--- src/hdl/cjd_pkg.sv ---
`default_nettype none

package cjd_pkg;

    // Field widths of one request and one result.
    localparam int YEAR_W   = 15;
    localparam int MONTH_W  = 4;
    localparam int DAY_W    = 5;
    localparam int HOUR_W   = 5;
    localparam int MINUTE_W = 6;
    localparam int SECOND_W = 6;
    localparam int JD_W     = 40;

    // Internal widths.
    localparam int Y_W      = YEAR_W + 1;   // year after the January/February shift
    localparam int YPROD_W  = 27;           // 1461 * y
    localparam int YTERM_W  = YPROD_W - 2;  // floor(1461 * y / 4)
    localparam int APROD_W  = 27;           // y * reciprocal of 100
    localparam int CENT_W   = 8;            // y div 100 on the Gregorian side
    localparam int B_W      = 9;            // Gregorian correction
    localparam int MTERM_W  = 9;            // month term, at most 489
    localparam int TSEC_W   = 17;           // seconds within the day, at most 115443
    localparam int DAYS_W   = 26;           // day count and half-day count
    localparam int SECS_W   = 44;           // unsaturated result

    // Gregorian cut-over date.
    localparam int CUTOVER_YEAR  = 1582;
    localparam int CUTOVER_MONTH = 10;
    localparam int CUTOVER_DAY   = 15;

    localparam int DAYS_PER_4YEARS   = 1461;
    localparam int RECIP_100         = 5243;   // ceil(2^19 / 100)
    localparam int RECIP_100_SHIFT   = 19;
    localparam int HALFDAY_OFFSET    = 3441989; // 2 * 1720994.5
    localparam int SECONDS_PER_HALF  = 43200;
    localparam int SECONDS_PER_HOUR  = 3600;
    localparam int SECONDS_PER_MIN   = 60;

    typedef struct packed {
        logic signed [YTERM_W-1:0] year_term;
        logic signed [B_W-1:0]     greg_corr;
        logic [MTERM_W-1:0]        month_term;
        logic [DAY_W-1:0]          day;
        logic [TSEC_W-1:0]         time_sec;
    } terms_t;

    // floor(30.6001 * (m + 1)) for every four-bit month code.
    function automatic logic [MTERM_W-1:0] month_term(input logic [MONTH_W-1:0] m);
        logic [MTERM_W-1:0] r;
        case (m)
            4'd0:    r = 9'd30;
            4'd1:    r = 9'd61;
            4'd2:    r = 9'd91;
            4'd3:    r = 9'd122;
            4'd4:    r = 9'd153;
            4'd5:    r = 9'd183;
            4'd6:    r = 9'd214;
            4'd7:    r = 9'd244;
            4'd8:    r = 9'd275;
            4'd9:    r = 9'd306;
            4'd10:   r = 9'd336;
            4'd11:   r = 9'd367;
            4'd12:   r = 9'd397;
            4'd13:   r = 9'd428;
            4'd14:   r = 9'd459;
            default: r = 9'd489;
        endcase
        return r;
    endfunction

endpackage

`default_nettype wire

--- src/hdl/calendar_to_julian_date_core.sv ---
`default_nettype none

// Converts a UTC calendar date and time into its Julian Date, given as JD times 86400 in
// whole seconds and saturated to the 40-bit signed range. The Gregorian correction applies
// from 1582-10-15 on. The block is a four-register pipeline (request register, term
// register, product register, result register): it takes one request every cycle while
// in_stall is low, and each request passes through these registers in that order.
// Every stage moves on when the stage after it is empty or emptying, so a stalled output
// still lets requests fill the empty stages ahead of it.
module calendar_to_julian_date_core (
    input  wire logic                                 clk,
    input  wire logic                                 rst_n,
    input  wire logic                                 in_valid,
    output logic                                      in_stall,
    input  wire logic signed [cjd_pkg::YEAR_W-1:0]    year,
    input  wire logic [cjd_pkg::MONTH_W-1:0]          month,
    input  wire logic [cjd_pkg::DAY_W-1:0]            day,
    input  wire logic [cjd_pkg::HOUR_W-1:0]           hour,
    input  wire logic [cjd_pkg::MINUTE_W-1:0]         minute,
    input  wire logic [cjd_pkg::SECOND_W-1:0]         second,
    output logic                                      out_valid,
    input  wire logic                                 out_stall,
    output logic signed [cjd_pkg::JD_W-1:0]           jd_seconds
);
    import cjd_pkg::*;

    logic s1_valid_reg, s1_valid_next;
    logic s2_valid_reg, s2_valid_next;
    logic s3_valid_reg, s3_valid_next;
    logic out_valid_reg, out_valid_next;

    logic s1_ready, s2_ready, s3_ready, out_ready;

    logic signed [YEAR_W-1:0] year_reg;
    logic [MONTH_W-1:0]       month_reg;
    logic [DAY_W-1:0]         day_reg;
    logic [HOUR_W-1:0]        hour_reg;
    logic [MINUTE_W-1:0]      minute_reg;
    logic [SECOND_W-1:0]      second_reg;

    terms_t                   terms;
    terms_t                   terms_reg;
    logic signed [SECS_W-1:0] secs;
    logic signed [SECS_W-1:0] secs_reg;
    logic signed [JD_W-1:0]   jd_next;
    logic signed [JD_W-1:0]   jd_reg;
    logic                     in_range;

    assign out_ready = !out_valid_reg || !out_stall;
    assign s3_ready  = !s3_valid_reg || out_ready;
    assign s2_ready  = !s2_valid_reg || s3_ready;
    assign s1_ready  = !s1_valid_reg || s2_ready;

    assign s1_valid_next  = s1_ready ? in_valid : s1_valid_reg;
    assign s2_valid_next  = s2_ready ? s1_valid_reg : s2_valid_reg;
    assign s3_valid_next  = s3_ready ? s2_valid_reg : s3_valid_reg;
    assign out_valid_next = out_ready ? s3_valid_reg : out_valid_reg;

    always_ff @(posedge clk or negedge rst_n)
    begin
        if (!rst_n)
        begin
            s1_valid_reg  <= 1'b0;
            s2_valid_reg  <= 1'b0;
            s3_valid_reg  <= 1'b0;
            out_valid_reg <= 1'b0;
        end
        else
        begin
            s1_valid_reg  <= s1_valid_next;
            s2_valid_reg  <= s2_valid_next;
            s3_valid_reg  <= s3_valid_next;
            out_valid_reg <= out_valid_next;
        end
    end

    cjd_terms u_terms (
        .year   (year_reg),
        .month  (month_reg),
        .day    (day_reg),
        .hour   (hour_reg),
        .minute (minute_reg),
        .second (second_reg),
        .terms  (terms)
    );

    cjd_scale u_scale (
        .terms (terms_reg),
        .secs  (secs)
    );

    // The result fits when the bits above the 40-bit sign all copy it.
    assign in_range = (secs_reg[SECS_W-1:JD_W-1] == '0)
                   || (secs_reg[SECS_W-1:JD_W-1] == '1);

    always_comb
    begin
        if (in_range)
            jd_next = secs_reg[JD_W-1:0];
        else if (secs_reg[SECS_W-1])
            jd_next = {1'b1, {(JD_W-1){1'b0}}};
        else
            jd_next = {1'b0, {(JD_W-1){1'b1}}};
    end

    always_ff @(posedge clk)
    begin
        if (s1_ready && in_valid)
        begin
            year_reg   <= year;
            month_reg  <= month;
            day_reg    <= day;
            hour_reg   <= hour;
            minute_reg <= minute;
            second_reg <= second;
        end
        if (s2_ready && s1_valid_reg)
            terms_reg <= terms;
        if (s3_ready && s2_valid_reg)
            secs_reg <= secs;
        if (out_ready && s3_valid_reg)
            jd_reg <= jd_next;
    end

    assign in_stall   = !s1_ready;
    assign out_valid  = out_valid_reg;
    assign jd_seconds = jd_reg;

endmodule

`default_nettype wire

--- src/hdl/cjd_terms.sv ---
`default_nettype none

module cjd_terms (
    input  wire logic signed [cjd_pkg::YEAR_W-1:0]   year,
    input  wire logic [cjd_pkg::MONTH_W-1:0]         month,
    input  wire logic [cjd_pkg::DAY_W-1:0]           day,
    input  wire logic [cjd_pkg::HOUR_W-1:0]          hour,
    input  wire logic [cjd_pkg::MINUTE_W-1:0]        minute,
    input  wire logic [cjd_pkg::SECOND_W-1:0]        second,
    output cjd_pkg::terms_t                          terms
);
    import cjd_pkg::*;

    logic signed [Y_W-1:0]     y;
    logic [MONTH_W-1:0]        m;
    logic signed [YPROD_W-1:0] y_ext;
    logic signed [YPROD_W-1:0] y_prod;
    logic [APROD_W-1:0]        a_prod;
    logic [CENT_W-1:0]         cent;
    logic                      greg;
    logic signed [B_W-1:0]     corr;

    // January and February belong to the previous year as months 13 and 14.
    always_comb
    begin
        if (month > MONTH_W'(2))
        begin
            y = Y_W'(year);
            m = month;
        end
        else
        begin
            y = Y_W'(year) - Y_W'(1);
            m = month + MONTH_W'(12);
        end
    end

    always_comb
    begin
        greg = 1'b0;
        if (year > YEAR_W'(CUTOVER_YEAR))
            greg = 1'b1;
        else if (year == YEAR_W'(CUTOVER_YEAR))
        begin
            if (month > MONTH_W'(CUTOVER_MONTH))
                greg = 1'b1;
            else if (month == MONTH_W'(CUTOVER_MONTH) && day >= DAY_W'(CUTOVER_DAY))
                greg = 1'b1;
        end
    end

    // Taking the top bits of 1461*y floors it divided by 4, also for negative years.
    assign y_ext  = YPROD_W'(y);
    assign y_prod = y_ext * $signed(YPROD_W'(DAYS_PER_4YEARS));

    // On the Gregorian side y is at least 1582 and fits in 14 unsigned bits.
    assign a_prod = APROD_W'(y[13:0]) * APROD_W'(RECIP_100);
    assign cent   = a_prod[RECIP_100_SHIFT +: CENT_W];
    assign corr   = greg ? (B_W'(2) - $signed({1'b0, cent})
                            + $signed({3'b000, cent[CENT_W-1:2]}))
                         : '0;

    always_comb
    begin
        terms.year_term  = y_prod[YPROD_W-1:2];
        terms.greg_corr  = corr;
        terms.month_term = month_term(m);
        terms.day        = day;
        terms.time_sec   = TSEC_W'(hour) * TSEC_W'(SECONDS_PER_HOUR)
                         + TSEC_W'(minute) * TSEC_W'(SECONDS_PER_MIN)
                         + TSEC_W'(second);
    end

endmodule

`default_nettype wire

--- src/hdl/cjd_scale.sv ---
`default_nettype none

module cjd_scale (
    input  wire cjd_pkg::terms_t                      terms,
    output logic signed [cjd_pkg::SECS_W-1:0]         secs
);
    import cjd_pkg::*;

    logic signed [DAYS_W-1:0] days;
    logic signed [DAYS_W-1:0] halfdays;
    logic signed [SECS_W-1:0] halfdays_ext;

    assign days = DAYS_W'(terms.year_term) + DAYS_W'(terms.greg_corr)
                + $signed(DAYS_W'(terms.month_term)) + $signed(DAYS_W'(terms.day));
    assign halfdays     = (days <<< 1) + $signed(DAYS_W'(HALFDAY_OFFSET));
    assign halfdays_ext = SECS_W'(halfdays);
    assign secs = halfdays_ext * $signed(SECS_W'(SECONDS_PER_HALF))
                + $signed(SECS_W'(terms.time_sec));

endmodule

`default_nettype wire

--- config.mk ---
export PLATFORM = sky130hd
export DESIGN_NAME = calendar_to_julian_date_core
export DESIGN_NICKNAME = d
export VERILOG_FILES = /design/src/hdl/cjd_pkg.sv /design/src/hdl/calendar_to_julian_date_core.sv /design/src/hdl/cjd_terms.sv /design/src/hdl/cjd_scale.sv
export SDC_FILE = /design/constraint.sdc
export NUM_CORES = 1
export LEC_CHECK = 0
export BUFFER_PORTS_ARGS = -buffer_cell sky130_fd_sc_hd__buf_4
export CORE_ASPECT_RATIO = 1.1
export CORE_MARGIN = 3
export CORE_UTILIZATION = 51
export DETAILED_ROUTE_END_ITERATION = 7
export PLACE_DENSITY_LB_ADDON = 0.2
export SYNTH_ARGS = -nofsm -noshare
export SYNTH_HDL_FRONTEND = slang
export SYNTH_SLANG_ARGS = --single-unit
--- constraint.sdc ---
create_clock -name clk -period 14.25 [get_ports clk]
set_clock_uncertainty 0.1 [all_clocks]
set_input_delay 0.7125 -clock clk [delete_from_list [all_inputs] [get_ports clk]]
set_output_delay 0.7125 -clock clk [all_outputs]
set_load 0.1 [all_outputs]
# [After elaboration in Yosys (flattened, before gate mapping)]
# Memories as Yosys holds them, arrays and structs flattened. A register that Yosys moved wholly into a read port is not among the register bits.
# Index checks and enable logic that the tools add are counted.
[totals] register_bits=185 romBits=144 input_bits=45 output_inout_bits=42 word_cells=65 n_memories=1
[op_classes] addsub=11 n_mul=5 magnitude_cmp=4 eq_ne=3 muxes=8 reduce_logical=17
[mem_list] name="(no name shown)" depth=16 width=9 read_ports=1 rd_ports_with_merged_regs=1 write_ports=0 line="cjd_pkg.sv:50" rtl="case (m)"
[ops] cell="2-to-1 mux 40 bit" count=2
[ops] cell="adder 43 x 18 -> 44 bit" count=1
[ops] cell="multiplier 26 x 11 -> 37 bit, second input constant" count=1
[ops] cell="multiplier 14 x 13 -> 27 bit, second input constant" count=1
[ops] cell="multiplier 16 x 12 -> 27 bit, second input constant" count=1
[ops] cell="adder 26 x 23 -> 26 bit, second input constant" count=1
[ops] cell="adder 25 x 10 -> 25 bit" count=1
[ops] cell="adder 25 x 6 -> 25 bit" count=1
[ops] cell="adder 25 x 9 -> 25 bit" count=1
[ops] cell="adder 17 x 12 -> 17 bit" count=1
[ops] cell="adder 17 x 6 -> 17 bit" count=1
[ops] cell="2-to-1 mux 16 bit" count=1
[ops] cell="subtractor 15 x 2 -> 16 bit, second input constant" count=1
[ops] cell="equality test 15 x 12 -> 1 bit, second input constant" count=1
[ops] cell="> comparator 15 x 12 -> 1 bit, second input constant" count=1
[ops] cell="multiplier 5 x 8 -> 13 bit, second input constant" count=1
[ops] cell="multiplier 6 x 4 -> 10 bit, second input constant" count=1
[ops] cell="adder 9 x 6 -> 9 bit" count=1
[ops] cell="subtractor 2 x 8 -> 9 bit, first input constant" count=1
[ops] cell="logical NOT 1 bit" count=6
[ops] cell="equality test 5 bit, second input constant" count=1
[ops] cell=">= comparator 5 x 4 -> 1 bit, second input constant" count=1
[ops] cell="logical AND 1 bit" count=5
[ops] cell="logical NOT 5 bit" count=1
[ops] cell="other kinds (7)" count=14

# [Logic depth before layout (Yosys ltp)]
# Gate-level depths: netlist of run 1.
[depth] ltp_word=6 mapped_depth=41 ltp_nobuf=41

# [Modules after synthesis]
# From an unflattened synthesis of run 1, not the netlist that was laid out.
[hier_totals] cells_unflattened=2553 hier_area_um2=25557.0
[by_module_without_submodules] mod="cjd_terms" instances=1 cells_each=1043 area_each_um2=9500.4 seq_area_each_um2=0.0
[by_module_without_submodules] mod="cjd_scale" instances=1 cells_each=1156 area_each_um2=9210.1 seq_area_each_um2=0.0
[by_module_without_submodules] mod="calendar_to_julian_date_core" instances=1 cells_each=354 area_each_um2=6846.6 seq_area_each_um2=5805.6

# [Worst setup path after synthesis of run 1]
# Ideal clock, no wire load.
[synth_timing] path_kind="register to register" from="register, netlist name terms_reg[23]" to="register secs_reg[43], data pin" setup_ps=260 arrival_ps=9709 required_time_ps=13890 path_slack_ps=4180 stages_incl_launch_ff=35 n_path_buf=0 synth_period_minus_slack_ps=10070 cell_sequence="edfxtp_1 > inv_1 > fa_1 > fa_1 > inv_1 > ha_1 > fa_1 > a211oi_1 > o31ai_2 > a211oi_1 > o31ai_2 > a211o_1 > a31o_2 > a21oi_1 > xnor2_1 > o211a_1 > xnor2_1 > inv_1 > ha_1 > ha_1 > fa_1 > ha_1 > inv_1 > fa_1 > inv_1 > ha_1 > a211o_1 > nor4b_1 > nand3_1 > a31o_2 > a21o_1 > xnor2_1 > nor4b_1 > a31oi_1 > mux2_2"
[synth_via] elab_chain_len=5
[synth_rtl] item="adder 25 x 10 -> 25 bit" line="cjd_scale.sv:14" rtl="+ $signed(DAYS_W'(terms.month_term)) + $signed(DAYS_W'(terms.day));"
[synth_rtl] item="adder 25 x 6 -> 25 bit" line="cjd_scale.sv:14"
[synth_rtl] item="adder 26 x 23 -> 26 bit" line="cjd_scale.sv:15" rtl="assign halfdays = (days <<< 1) + $signed(DAYS_W'(HALFDAY_OFFSET));"
[synth_rtl] item="multiplier 26 x 11 -> 37 bit" line="cjd_scale.sv:17" rtl="assign secs = halfdays_ext * $signed(SECS_W'(SECONDS_PER_HALF))"
[synth_rtl] item="adder 43 x 18 -> 44 bit" line="cjd_scale.sv:18" rtl="+ $signed(SECS_W'(terms.time_sec));"
[synth_rtl] item="net secs[43]" line="calendar_to_julian_date_core.sv:43" rtl="logic signed [SECS_W-1:0] secs;"
[synth_rtl] item="end signal, assigned" line="calendar_to_julian_date_core.sv:120" rtl="secs_reg <= secs;"
[synth_rtl] item="end, declared" line="calendar_to_julian_date_core.sv:44" rtl="logic signed [SECS_W-1:0] secs_reg;"
# The timed path passes the listed nets, and every way through them passes these cells.
# A chain may end at the register's enable or synchronous reset.

# [Final worst setup path of run 1]
[layout_timing] from="register, netlist name terms_reg[23]" to="register secs_reg[43], data pin"
[layout_via] elab_chain_len=5
[layout_rtl] item="adder 25 x 10 -> 25 bit" line="cjd_scale.sv:14"
[layout_rtl] item="adder 25 x 6 -> 25 bit" line="cjd_scale.sv:14"
[layout_rtl] item="adder 26 x 23 -> 26 bit" line="cjd_scale.sv:15"
[layout_rtl] item="multiplier 26 x 11 -> 37 bit" line="cjd_scale.sv:17"
[layout_rtl] item="adder 43 x 18 -> 44 bit" line="cjd_scale.sv:18"
[layout_rtl] item="net secs[43]" line="calendar_to_julian_date_core.sv:43"
# The timed path passes the listed nets, and every way through them passes these cells.

==> summary.md, run 1 <==
| Metric | Value |
|---|---|
| # DRC | `0` |
| Critical path class | `flip-flop to flip-flop` |
| CP Launch Type | `flip-flop` |
| Max-slew violation count | `0` |
| Clk slew on worst S/H paths | `80 ps` |
| Layout cells sized above 1 | `7.30%` |
| Die W | `212 µm` |
| Max reg flops | `65` |
| CTS tree | `built` |
| Final TNS setup | `0 ps` |
| Post-synth EDFFs | `190` |
| Initial Util | `52.0%` |
| FILL cells | `3,957` |
| Fin crit period | `10,450 ps` |
| Synth top area share | `23.9%` |
| Commonest cells post-synth | `inv_1, ha_1, fa_1` |
| Total Routed Length | `44,900 µm` |
| # Max-Cap Violations | `0` |
| Hold WS | `304 ps` |
| HP Class | `primary input to flip-flop` |
| Non-Filler Instances | `3,011` |
| Total die area | `0.0495 mm²` |
| Register area share after synthesis | `24.3%` |
| CP Data Arrival Time | `10,580 ps` |
| Flop and latch count out of synthesis | `194` |
| Site row count | `82` |
| GR Overflow Total | `0` |
| Port bufs | `86` |
| Pre-antenna DRT Iters | `5` |
| Core area | `0.0460 mm²` |
| CTS root buffer | `clkbuf_16` |
| Multi-input logic area | `0.0161 mm²` |
| Status | `finished, final reports clean` |
| Top cells by area, synth | `edfxtp_1, ha_1, fa_1` |
| Max Fanout on Critical Path | `7` |
| Tot GR Track Use | `19.5%` |
| CP top delay family | `adder cells` |
| Final hold vios | `0` |
| Asr flop ratio synth | `2.06%` |
| CP Buf/Inv Count | `4` |
| H-Tree Depth | `4` |
| Synthesis warning total | `0` |
| Slowest-stage cell, CP | `nor4b_1` |
| Syn Nets | `3,021` |
| Total CTS buffers | `17` |
| Vias in the first global route | `16,700` |
| Final Core Density | `56.6%` |
| Slew @ Worst Pin | `1120 ps` |
| GPL Wtd Cong | `0.888` |
| Global-route wire length before repair | `78,000 µm` |
| Unrepaired setup endpoints after global routing | `false` |
| Flop-to-flop setup slack | `3800 ps` |
| Initial antenna violation count | `0` |
| Worst EP required | `14,380 ps` |
| Worst-skew pair later-pin latency | `480 ps` |
| Antenna Nets Post-Route | `0` |
| Syn avg cell area | `10.3 µm²` |
| Num ports | `87` |
| Post-synth top area cell | `edfxtp_1` |
| Antenna Cells | `0` |
| Routed len/inst | `14.9 µm` |
| Critical path endpoint category | `flip-flop` |
| DRT iter0 DRCs | `523` |
| Worst rel slew slack | `25.4%` |
| Detailed placer's ending HPWL | `38,500 µm` |
| Predominant post-synthesis flop cell | `edfxtp_1` |
| Fmax | `95.7 MHz` |
| Mapped cell area | `0.0239 mm²` |
| # setup viols final | `0` |
| Most Frequent Cell on Critical Path | `fa_1` |
| Synth Instances | `2,312` |
| Largest net degree at the start of global routing | `66` |
| Nets@finish | `3,119` |
| Most common cell in the netlist | `inv_1` |
| Final Cycle Share | `73.3%` |
| # resized after CTS | `0` |
| Dpl cells | `2,978` |
| Sequential cell area | `0.00581 mm²` |
| Area delta synth->final | `8.86%` |
| CTS Buffer Depth | `2` |
| Distinct cells, synth | `78` |
| CTS sink count | `194` |
| DR vias/cell | `5.24` |
| Vias | `15,800` |
| Die Ht | `233 µm` |
| Critical Path Max Stage Delay | `560 ps` |
routing by layer:
layer	vias up	GRT usage, %	wire, µm
met3	43	2.64	953
met2	173	36.7	23600
met5	-	0	0
met4	0	4.95	709
li1	7947	-	-
met1	7625	23.3	19600
metrics by stage:
step	setup WS [ps]	instance area (µm²)
6_report	3800	26000
3_3_place_gp	4100	25300
2_1_floorplan	4180	23900
5_1_grt	3000	26000
4_1_cts	3860	26000
3_5_place_dp	3870	25300
worst register-to-register path, delay by kind of cell, from the launching register on:
family / cells / cell delay [ps]
adders and majority gates: 10 / 4220
AOI/OAI and AO/OA: 8 / 2510
and+or+nand+nor: 8 / 1980
xor gates and xnor gates: 1 / 530
DFF: 1 / 360
muxes: 1 / 280
buffers and inverters: 4 / 220
final timing paths:
path,start,to,cells past startpoint
hold / removal,year[13],year_reg[13],1
setup reg to reg,terms_reg[23],secs_reg[43],32
min in group asynchronous,rst_n,s1_valid_reg,2
max in group asynchronous,rst_n,s3_valid_reg,2
hold reg to reg,terms_reg[5],secs_reg[5],0
setup / recovery,terms_reg[23],secs_reg[43],32
area by class of cell:
class | count | share of cell area, %
Clock inverter | 14 | 0.895
Tap cell | 588 | 2.83
Timing Repair Buffer | 99 | 2.87
Inverter | 527 | 7.61
Clock buffer | 18 | 1.65
Multi-Input combinational cell | 1571 | 61.8
Sequential cell | 194 | 22.3
repair_timing:
| action | in CTS | in global routing |
|---|---|---|
| hold buffers | 1 | 0 |
| buffers inserted | 0 | 0 |
| hold endpoints to repair | 4 | 0 |
kinds of logic (layout without fill, tap and decap cells):
logic type,count (synthesis),count (layout),synth area share [%]
simple gates,367,367,7.91
buf+inv,547,658,8.61
compound gates,381,381,10.9
mux,4,4,0.173
xor+xnor,155,155,5.74
flops,194,194,24.3
fa+ha+maj,664,664,42.3
cells in the final DEF (no fill, tap or decap), types with 18 or more instances in the layout:
cell / n
buf_4: 98
edfxtp_1: 190
a21oi_1: 91
ha_1: 425
nand2_1: 78
o21ai_0: 56
xor2_1: 41
fa_1: 239
nor2_1: 101
inv_1: 527
nand3_1: 26
xnor2_1: 110
a21o_1: 77
nor3_1: 26
o21bai_1: 18
nor2b_1: 24
Power of run 1 is not shown: default switching activity piles up to over one toggle a cycle in this logic, so the estimate is an artifact.
==> run 2, diff against run 1 <==
--- a/config.mk
+++ b/config.mk
@@ -5,6 +5,7 @@
 export SDC_FILE = /design/constraint.sdc
 export NUM_CORES = 1
 export LEC_CHECK = 0
+export ABC_AREA = 1
 export BUFFER_PORTS_ARGS = -buffer_cell sky130_fd_sc_hd__buf_4
 export CORE_ASPECT_RATIO = 1.1
 export CORE_MARGIN = 3
==> constraint.sdc (replaced) <==
create_clock -name clk -period 9.9 [get_ports clk]
set_clock_uncertainty 0.1 [all_clocks]
set_input_delay 0.495 -clock clk [delete_from_list [all_inputs] [get_ports clk]]
set_output_delay 0.495 -clock clk [all_outputs]
set_load 0.1 [all_outputs]
==> run 2 against run 1 <==
Against the previous run:
- fmax increased by 14%
- flip-flop and latch count unchanged
- synthesized area increased by 9.1%
- clock-buffer cell count shrank 1
- highest routed layer unchanged
- final cell count up 30%
- non-clock buffer count grew 4
- die area up 8.9%
==> summary.md, run 2 <==
| Metric | Value |
|---|---|
| Nets@finish | `3,953 (+27%)` |
| Met3 WL | `1050 µm (+10%)` |
| Critical path endpoint category | `flip-flop` |
| Worst-skew pair later-pin latency | `480 ps (about the same)` |
| Final TNS setup | `0 ps (unchanged)` |
| Most Frequent Cell on Critical Path | `nand2_1` |
| Asr flop ratio synth | `2.06% (unchanged)` |
| Dpl cells | `3,884 (+30%)` |
| Synthesis warning total | `0 (unchanged)` |
| Syn avg cell area | `8.32 µm² (-19%)` |
| Final hold vios | `0 (unchanged)` |
| HP Class | `primary input to flip-flop` |
| Vias | `19,700 (+25%)` |
| Sequential cell area | `0.00581 mm² (unchanged)` |
| Max reg flops | `65 (unchanged)` |
| Critical Path Max Stage Delay | `530 ps (-30 ps)` |
| Syn Nets | `3,841 (+27%)` |
| DR vias/cell | `5.04 (-3.9%)` |
| Core area | `0.0504 mm² (+9.6%)` |
| Antenna Nets Post-Route | `0 (unchanged)` |
| Vias in the first global route | `20,800 (+25%)` |
| Final Cycle Share | `92.6% (+19 points)` |
| CP Buf/Inv Count | `8 (+4)` |
| Area delta synth->final | `8.72%` |
| Die Ht | `243 µm (+4.3%)` |
| DRT iter0 DRCs | `1,022 (+95%)` |
| Fmax | `109 MHz (+14%)` |
| Antenna Cells | `0 (unchanged)` |
| # Max-Cap Violations | `0 (unchanged)` |
| M1 wire length | `23,700 µm (+21%)` |
| FILL cells | `4,645 (+17%)` |
| Register area share after synthesis | `22.3% (-2.0 points)` |
| CTS Buffer Depth | `2 (unchanged)` |
| Total CTS buffers | `17 (unchanged)` |
| GR Overflow Total | `0 (unchanged)` |
| Commonest cells after routing, fill and taps aside | `inv_1, nand2_1, ha_1` |
| CP Launch Type | `flip-flop` |
| CP top delay family | `adder cells` |
| Max-slew violation count | `0 (unchanged)` |
| Synth Instances | `3,132 (+35%)` |
| Top sig layer | `met4` |
| Mapped cell area | `0.0261 mm² (+9.1%)` |
| Slowest-stage cell, CP | `fa_1` |
| Critical path class | `flip-flop to flip-flop` |
| Tot GR Track Use | `23.5% (+4.0 points)` |
| Hold depth | `1 (unchanged)` |
| Routed len/inst | `15.6 µm (+4.2%)` |
| Commonest cells post-synth | `inv_1, nand2_1, ha_1` |
| Total die area | `0.0538 mm² (+8.9%)` |
| Max Fanout on Critical Path | `10 (+3)` |
| Synth top area share | `21.9% (-2.0 points)` |
| Clk slew on worst S/H paths | `90 ps (about the same)` |
| Post-synth top area cell | `edfxtp_1` |
| Worst EP required | `10,030 ps (-4350 ps)` |
| # setup viols final | `0 (unchanged)` |
| Num ports | `87 (unchanged)` |
| Most common cell in the netlist | `inv_1` |
| Initial Util | `51.7% (-0.21 points)` |
| Total Routed Length | `60,900 µm (+36%)` |
| Status | `finished, final reports clean` |
| Distinct cells, synth | `47 (-40%)` |
| Initial antenna violation count | `0 (unchanged)` |
| Reg2Reg Capture Point | `secs_reg[42]` |
| H-Tree Depth | `4 (unchanged)` |
| Detailed placer's ending HPWL | `53,900 µm (+40%)` |
| Port bufs | `86 (unchanged)` |
| Largest net degree at the start of global routing | `66 (unchanged)` |
| # DRC | `0 (unchanged)` |
| Slew @ Worst Pin | `999 ps (-117 ps)` |
| GPL Wtd Cong | `0.993 (+12%)` |
| Flop-to-flop setup slack | `730 ps (-3070 ps)` |
| Most common cell after layout, fill and taps aside | `inv_1` |
| Global-route wire length before repair | `102,000 µm (+31%)` |
| Pre-antenna DRT Iters | `7 (+2)` |
| Hold path start | `year[12]` |
| Final worst setup slack | `729 ps (-3070 ps)` |
| Hold endpoint | `year_reg[12]` |
| Multi-input logic area | `0.0171 mm² (+6.2%)` |
| Top cells by area, synth | `edfxtp_1, ha_1, fa_1` |
| Flop and latch count out of synthesis | `194 (unchanged)` |
| CTS sink count | `194 (unchanged)` |
| Final Core Density | `56.3% (-0.30 points)` |
| Met2 Routed Length | `33,800 µm (+43%)` |
| CTS root buffer | `clkbuf_16` |
| R2R Path Start | `terms_reg[23]` |
| Worst R2R Path Depth | `45 (+41%)` |
| Fin crit period | `9170 ps (-1280 ps)` |
| CP Data Arrival Time | `9310 ps (-1270 ps)` |
| Pre-CTS WS | `608 ps (-3260 ps)` |
| Die W | `222 µm (+4.3%)` |
| CTS tree | `built` |
| Predominant post-synthesis flop cell | `edfxtp_1` |
| Site row count | `86 (+4.9%)` |
| Non-Filler Instances | `3,917 (+30%)` |
| Post-synth EDFFs | `190 (unchanged)` |
| Unrepaired setup endpoints after global routing | `false` |
| Worst rel slew slack | `33.2% (+7.8 points)` |
| Layout cells sized above 1 | `5.80% (-1.5 points)` |
==> run 2: cell count changes in the layout (fill, tap and decap cells not counted), sizes merged, moves of 12 or more <==
cell    previous run  this run
nor2             102       179
a21oi             92       115
o21ai             60        86
nand2b            16         0
nor2b             25         0
a21o              77        11
nand4             13        44
nand3             26       119
xor2              41        86
inv              535       862
o21a              17         5
nand2             78       643
xnor2            113        41
==> run 2: how the worst max path moves through the flow <==
stage | start | endpoint | slack (ps) | depth (start not counted)
2_1_floorplan | month_reg[2] | terms_reg[38] | 1980 | 41
3_3_place_gp | month_reg[2] | terms_reg[38] | 690 | 37
3_5_place_dp | month_reg[2] | terms_reg[38] | 610 | 37
4_1_cts | month_reg[2] | terms_reg[38] | 550 | 37
5_1_grt | terms_reg[23] | secs_reg[42] | 30 | 45
6_report | terms_reg[23] | secs_reg[42] | 730 | 45
==> run 2: cell type report <==
class	instances	area share [%]
Timing Repair Buffer	103	2.74
Inverter	852	11.3
Clock buffer	17	1.50
Tap cell	660	2.92
Clock inverter	15	0.848
Sequential cell	194	20.5
Multi-Input combinational cell	2076	60.2
==> run 2: routing by layer <==
layer	vias up	global-route usage, %
li1	9974	-
met3	117	2.00
met5	-	0
met2	310	46.7
met4	0	8.79
met1	9334	25.6
==> run 2: repair_timing <==
item	4_1_cts	5_1_grt
resized for setup	0	2
hold buffers	1	0
endpoints found under the hold margin	4	0
buffers inserted	0	0
setup endpoints to repair	0	1
==> run 2: logic make-up after synthesis <==
logic type      count (synthesis)  share of synthesized area (%)
compound gates                248                           5.22
xor+xnor                      127                           4.38
fa+ha+maj                     664                           38.8
buf+inv                       862                           12.4
flops                         194                           22.3
simple gates                 1037                           16.9
==> run 2: per-stage QoR <==
stage	cell area [µm²]	hold WS [ps]
after floorplan	26100	99.4
after global placement	27600	193
after detailed placement	27600	197
after CTS	28300	43.5
after global routing	28300	65.7
final	28300	83.5
Power of run 2 is left out for the same reason.
==> run 3, diff against run 2 <==
--- a/config.mk
+++ b/config.mk
@@ -12,6 +12,9 @@
 export CORE_UTILIZATION = 51
 export DETAILED_ROUTE_END_ITERATION = 7
 export PLACE_DENSITY_LB_ADDON = 0.2
+export RECOVER_POWER = 100
+export SKIP_CTS_REPAIR_TIMING = 1
 export SYNTH_ARGS = -nofsm -noshare
 export SYNTH_HDL_FRONTEND = slang
+export SYNTH_HIERARCHICAL = 1
 export SYNTH_SLANG_ARGS = --single-unit
==> run 3 against run 2 <==
Against the previous run:
- the flow now finishes with violations (max-capacitance violations, max-slew violations)
- fmax is 0.45% lower
- routed wire length grew 19%
- register-to-register slack worse by 40 ps
- global-route usage increased by 3.2 points
- design area up 1.5%
- worst setup slack got worse by 41 ps
- clock-buffer cell count unchanged
- utilization down 0.64 points
- critical path type unchanged
==> summary.md, run 3 <==
| Metric | Value |
|---|---|
| CP top delay family | `adder cells` |
| Die Ht | `247 µm (+1.7%)` |
| Critical path class | `flip-flop to flip-flop` |
| Largest family of logic cells by synthesized area | `adder cells` |
| Post-synth EDFFs | `190 (unchanged)` |
| GR Overflow Total | `0 (unchanged)` |
| Non-Filler Instances | `4,135 (+5.6%)` |
| Predominant post-synthesis flop cell | `edfxtp_1` |
| Fmax | `109 MHz (-0.45%)` |
| Worst EP required | `10,030 ps (about the same)` |
| Tot GR Track Use | `26.7% (+3.2 points)` |
| Register area share after synthesis | `21.5% (-0.74 points)` |
| Most Frequent Cell on Critical Path | `nand2_1` |
| FILL cells | `4,917 (+5.9%)` |
| Core area | `0.0517 mm² (+2.7%)` |
| Simple-gate share of the synthesized area | `20.7% (+3.8 points)` |
| Detailed placer's ending HPWL | `63,700 µm (+18%)` |
| CTS sink count | `194 (unchanged)` |
| Post-synth top area cell | `edfxtp_1` |
| Pre-antenna DRT Iters | `5 (-2)` |
| Max-slew violation count | `185 (+185)` |
| Flop-to-flop setup slack | `690 ps (-40 ps)` |
| HP Class | `primary input to flip-flop` |
| # DRC | `0 (unchanged)` |
| Compound-Gate Fraction of Synth Area | `4.36% (-0.87 points)` |
| # setup viols final | `0 (unchanged)` |
| Max reg flops | `65 (unchanged)` |
| Asr flop ratio synth | `2.06% (unchanged)` |
| Die W | `225 µm (+1.6%)` |
| Dpl cells | `4,102 (+5.6%)` |
| Synth Instances | `3,355 (+7.1%)` |
| Area delta synth->final | `6.70%` |
| Distinct cells, synth | `53 (+13%)` |
| CTS root buffer | `clkbuf_16` |
| Nets@finish | `4,156 (+5.1%)` |
| Global-route wire length before repair | `114,000 µm (+11%)` |
| Routed len/inst | `17.5 µm (+13%)` |
| Status | `complete, but fails checks` |
| Post-Synth Adder-Cell Area | `37.0% (-1.8 points)` |
| Unrepaired setup endpoints after global routing | `false` |
| Site row count | `87 (+1.2%)` |
| Flop and latch count out of synthesis | `194 (unchanged)` |
| Vias | `21,300 (+8.1%)` |
| Critical path endpoint category | `flip-flop` |
| Total CTS buffers | `17 (unchanged)` |
| Total Routed Length | `72,400 µm (+19%)` |
| Top cells by area, synth | `edfxtp_1, ha_1, fa_1` |
| Initial antenna violation count | `0 (unchanged)` |
| Critical Path Max Stage Delay | `560 ps (+30 ps)` |
| Num ports | `87 (unchanged)` |
| CP Data Arrival Time | `9340 ps (+30 ps)` |
| # Max-Cap Violations | `4 (+4)` |
| Synth top area share | `21.2% (-0.72 points)` |
| Sequential cell area | `0.00581 mm² (unchanged)` |
| Syn avg cell area | `8.03 µm² (-3.5%)` |
| Antenna Nets Post-Route | `0 (unchanged)` |
| Port bufs | `86 (unchanged)` |
| Commonest cells post-synth | `nand2_1, inv_1, ha_1` |
| Commonest cells after routing, fill and taps aside | `nand2_1, inv_1, ha_1` |
| CTS tree | `built` |
| Clk slew on worst S/H paths | `90 ps (about the same)` |
| Synthesis warning total | `6 (+6)` |
| Vias in the first global route | `21,700 (+4.2%)` |
| Max Fanout on Critical Path | `6 (-4)` |
| Mapped cell area | `0.0269 mm² (+3.4%)` |
| Final Cycle Share | `93.0% (+0.42 points)` |
| CP Buf/Inv Count | `5 (-3)` |
| Total die area | `0.0556 mm² (+3.3%)` |
| Worst rel slew slack | `-117% (-150 points)` |
| Slowest-stage cell, CP | `fa_1` |
| Multi-input logic area | `0.0177 mm² (+3.9%)` |
| Layout cells sized above 1 | `3.92% (-1.9 points)` |
| DR vias/cell | `5.16 (+2.4%)` |
| Worst-skew pair later-pin latency | `480 ps (about the same)` |
| Failing checks | `max-capacitance violations, max-slew violations` |
| H-Tree Depth | `4 (unchanged)` |
| Most common cell after layout, fill and taps aside | `nand2_1` |
| Final hold vios | `0 (unchanged)` |
| CP Launch Type | `flip-flop` |
| Syn Nets | `4,056 (+5.6%)` |
| Final TNS setup | `0 ps (unchanged)` |
| Initial Util | `52.1% (+0.37 points)` |
| CTS Buffer Depth | `2 (unchanged)` |
| Xor/xnor share of the synthesized area | `4.02% (-0.37 points)` |
| Fin crit period | `9210 ps (+41.3 ps)` |
| Largest net degree at the start of global routing | `57 (-14%)` |
| GPL Wtd Cong | `0.993 (about the same)` |
| Post-synthesis mux area share | `0% (unchanged)` |
| Slew @ Worst Pin | `3250 ps (+2250 ps)` |
| Antenna Cells | `0 (unchanged)` |
| DRT iter0 DRCs | `1,113 (+8.9%)` |
| Most common cell in the netlist | `nand2_1` |
-- run 3: worst paths after layout --
| kind | startpoint | end | cells past startpoint |
|---|---|---|---|
| max reg2reg | terms_reg[23] | secs_reg[41] | 39 |
| max | terms_reg[23] | secs_reg[41] | 39 |
| min | minute[1] | minute_reg[1] | 1 |
| min in group asynchronous | rst_n | s3_valid_reg | 2 |
| max in group asynchronous | rst_n | s2_valid_reg | 2 |
| min reg2reg | terms_reg[2] | secs_reg[2] | 0 |
-- run 3: cell families (layout without fill, tap and decap cells) --
family	after synthesis	count (layout)
adder cells (fa/ha/maj)	656	656
XOR/XNOR	121	121
AND/OR/NAND/NOR	1319	1319
buffers and inverters	859	972
flip-flops	194	194
AO/OA/AOI/OAI	206	206
-- run 3: per-stage QoR --
step           cell area, µm²  setup WS (ps)  utilization, %  hold slack [ps]
3_3_place_gp            28400            859            54.9              193
6_report                28800            688            55.6              106
2_1_floorplan           26900           2070               -             99.4
3_5_place_dp            28400            769            54.9              194
4_1_cts                 29100            728            56.2             -351
5_1_grt                 28800           83.5            55.6             80.3
-- run 3: cell type report --
class / count / area share, %
multi-input cells: 2302 / 61.6
well taps: 667 / 2.90
repair buffers: 106 / 2.11
clock buffers: 17 / 1.48
flip-flops and latches: 194 / 20.2
clock inverters: 15 / 0.796
inverters: 834 / 10.9
-- run 3: routing by layer --
layer | vias up | track usage (%) | routed length [µm]
li1 | 10600 | - | -
met4 | 0 | 14.7 | 4430
met5 | - | 0 | 0
met1 | 10100 | 29.4 | 27800
met2 | 450 | 50.5 | 38100
met3 | 136 | 2.28 | 2050
Power of run 3 is left out for the same reason.
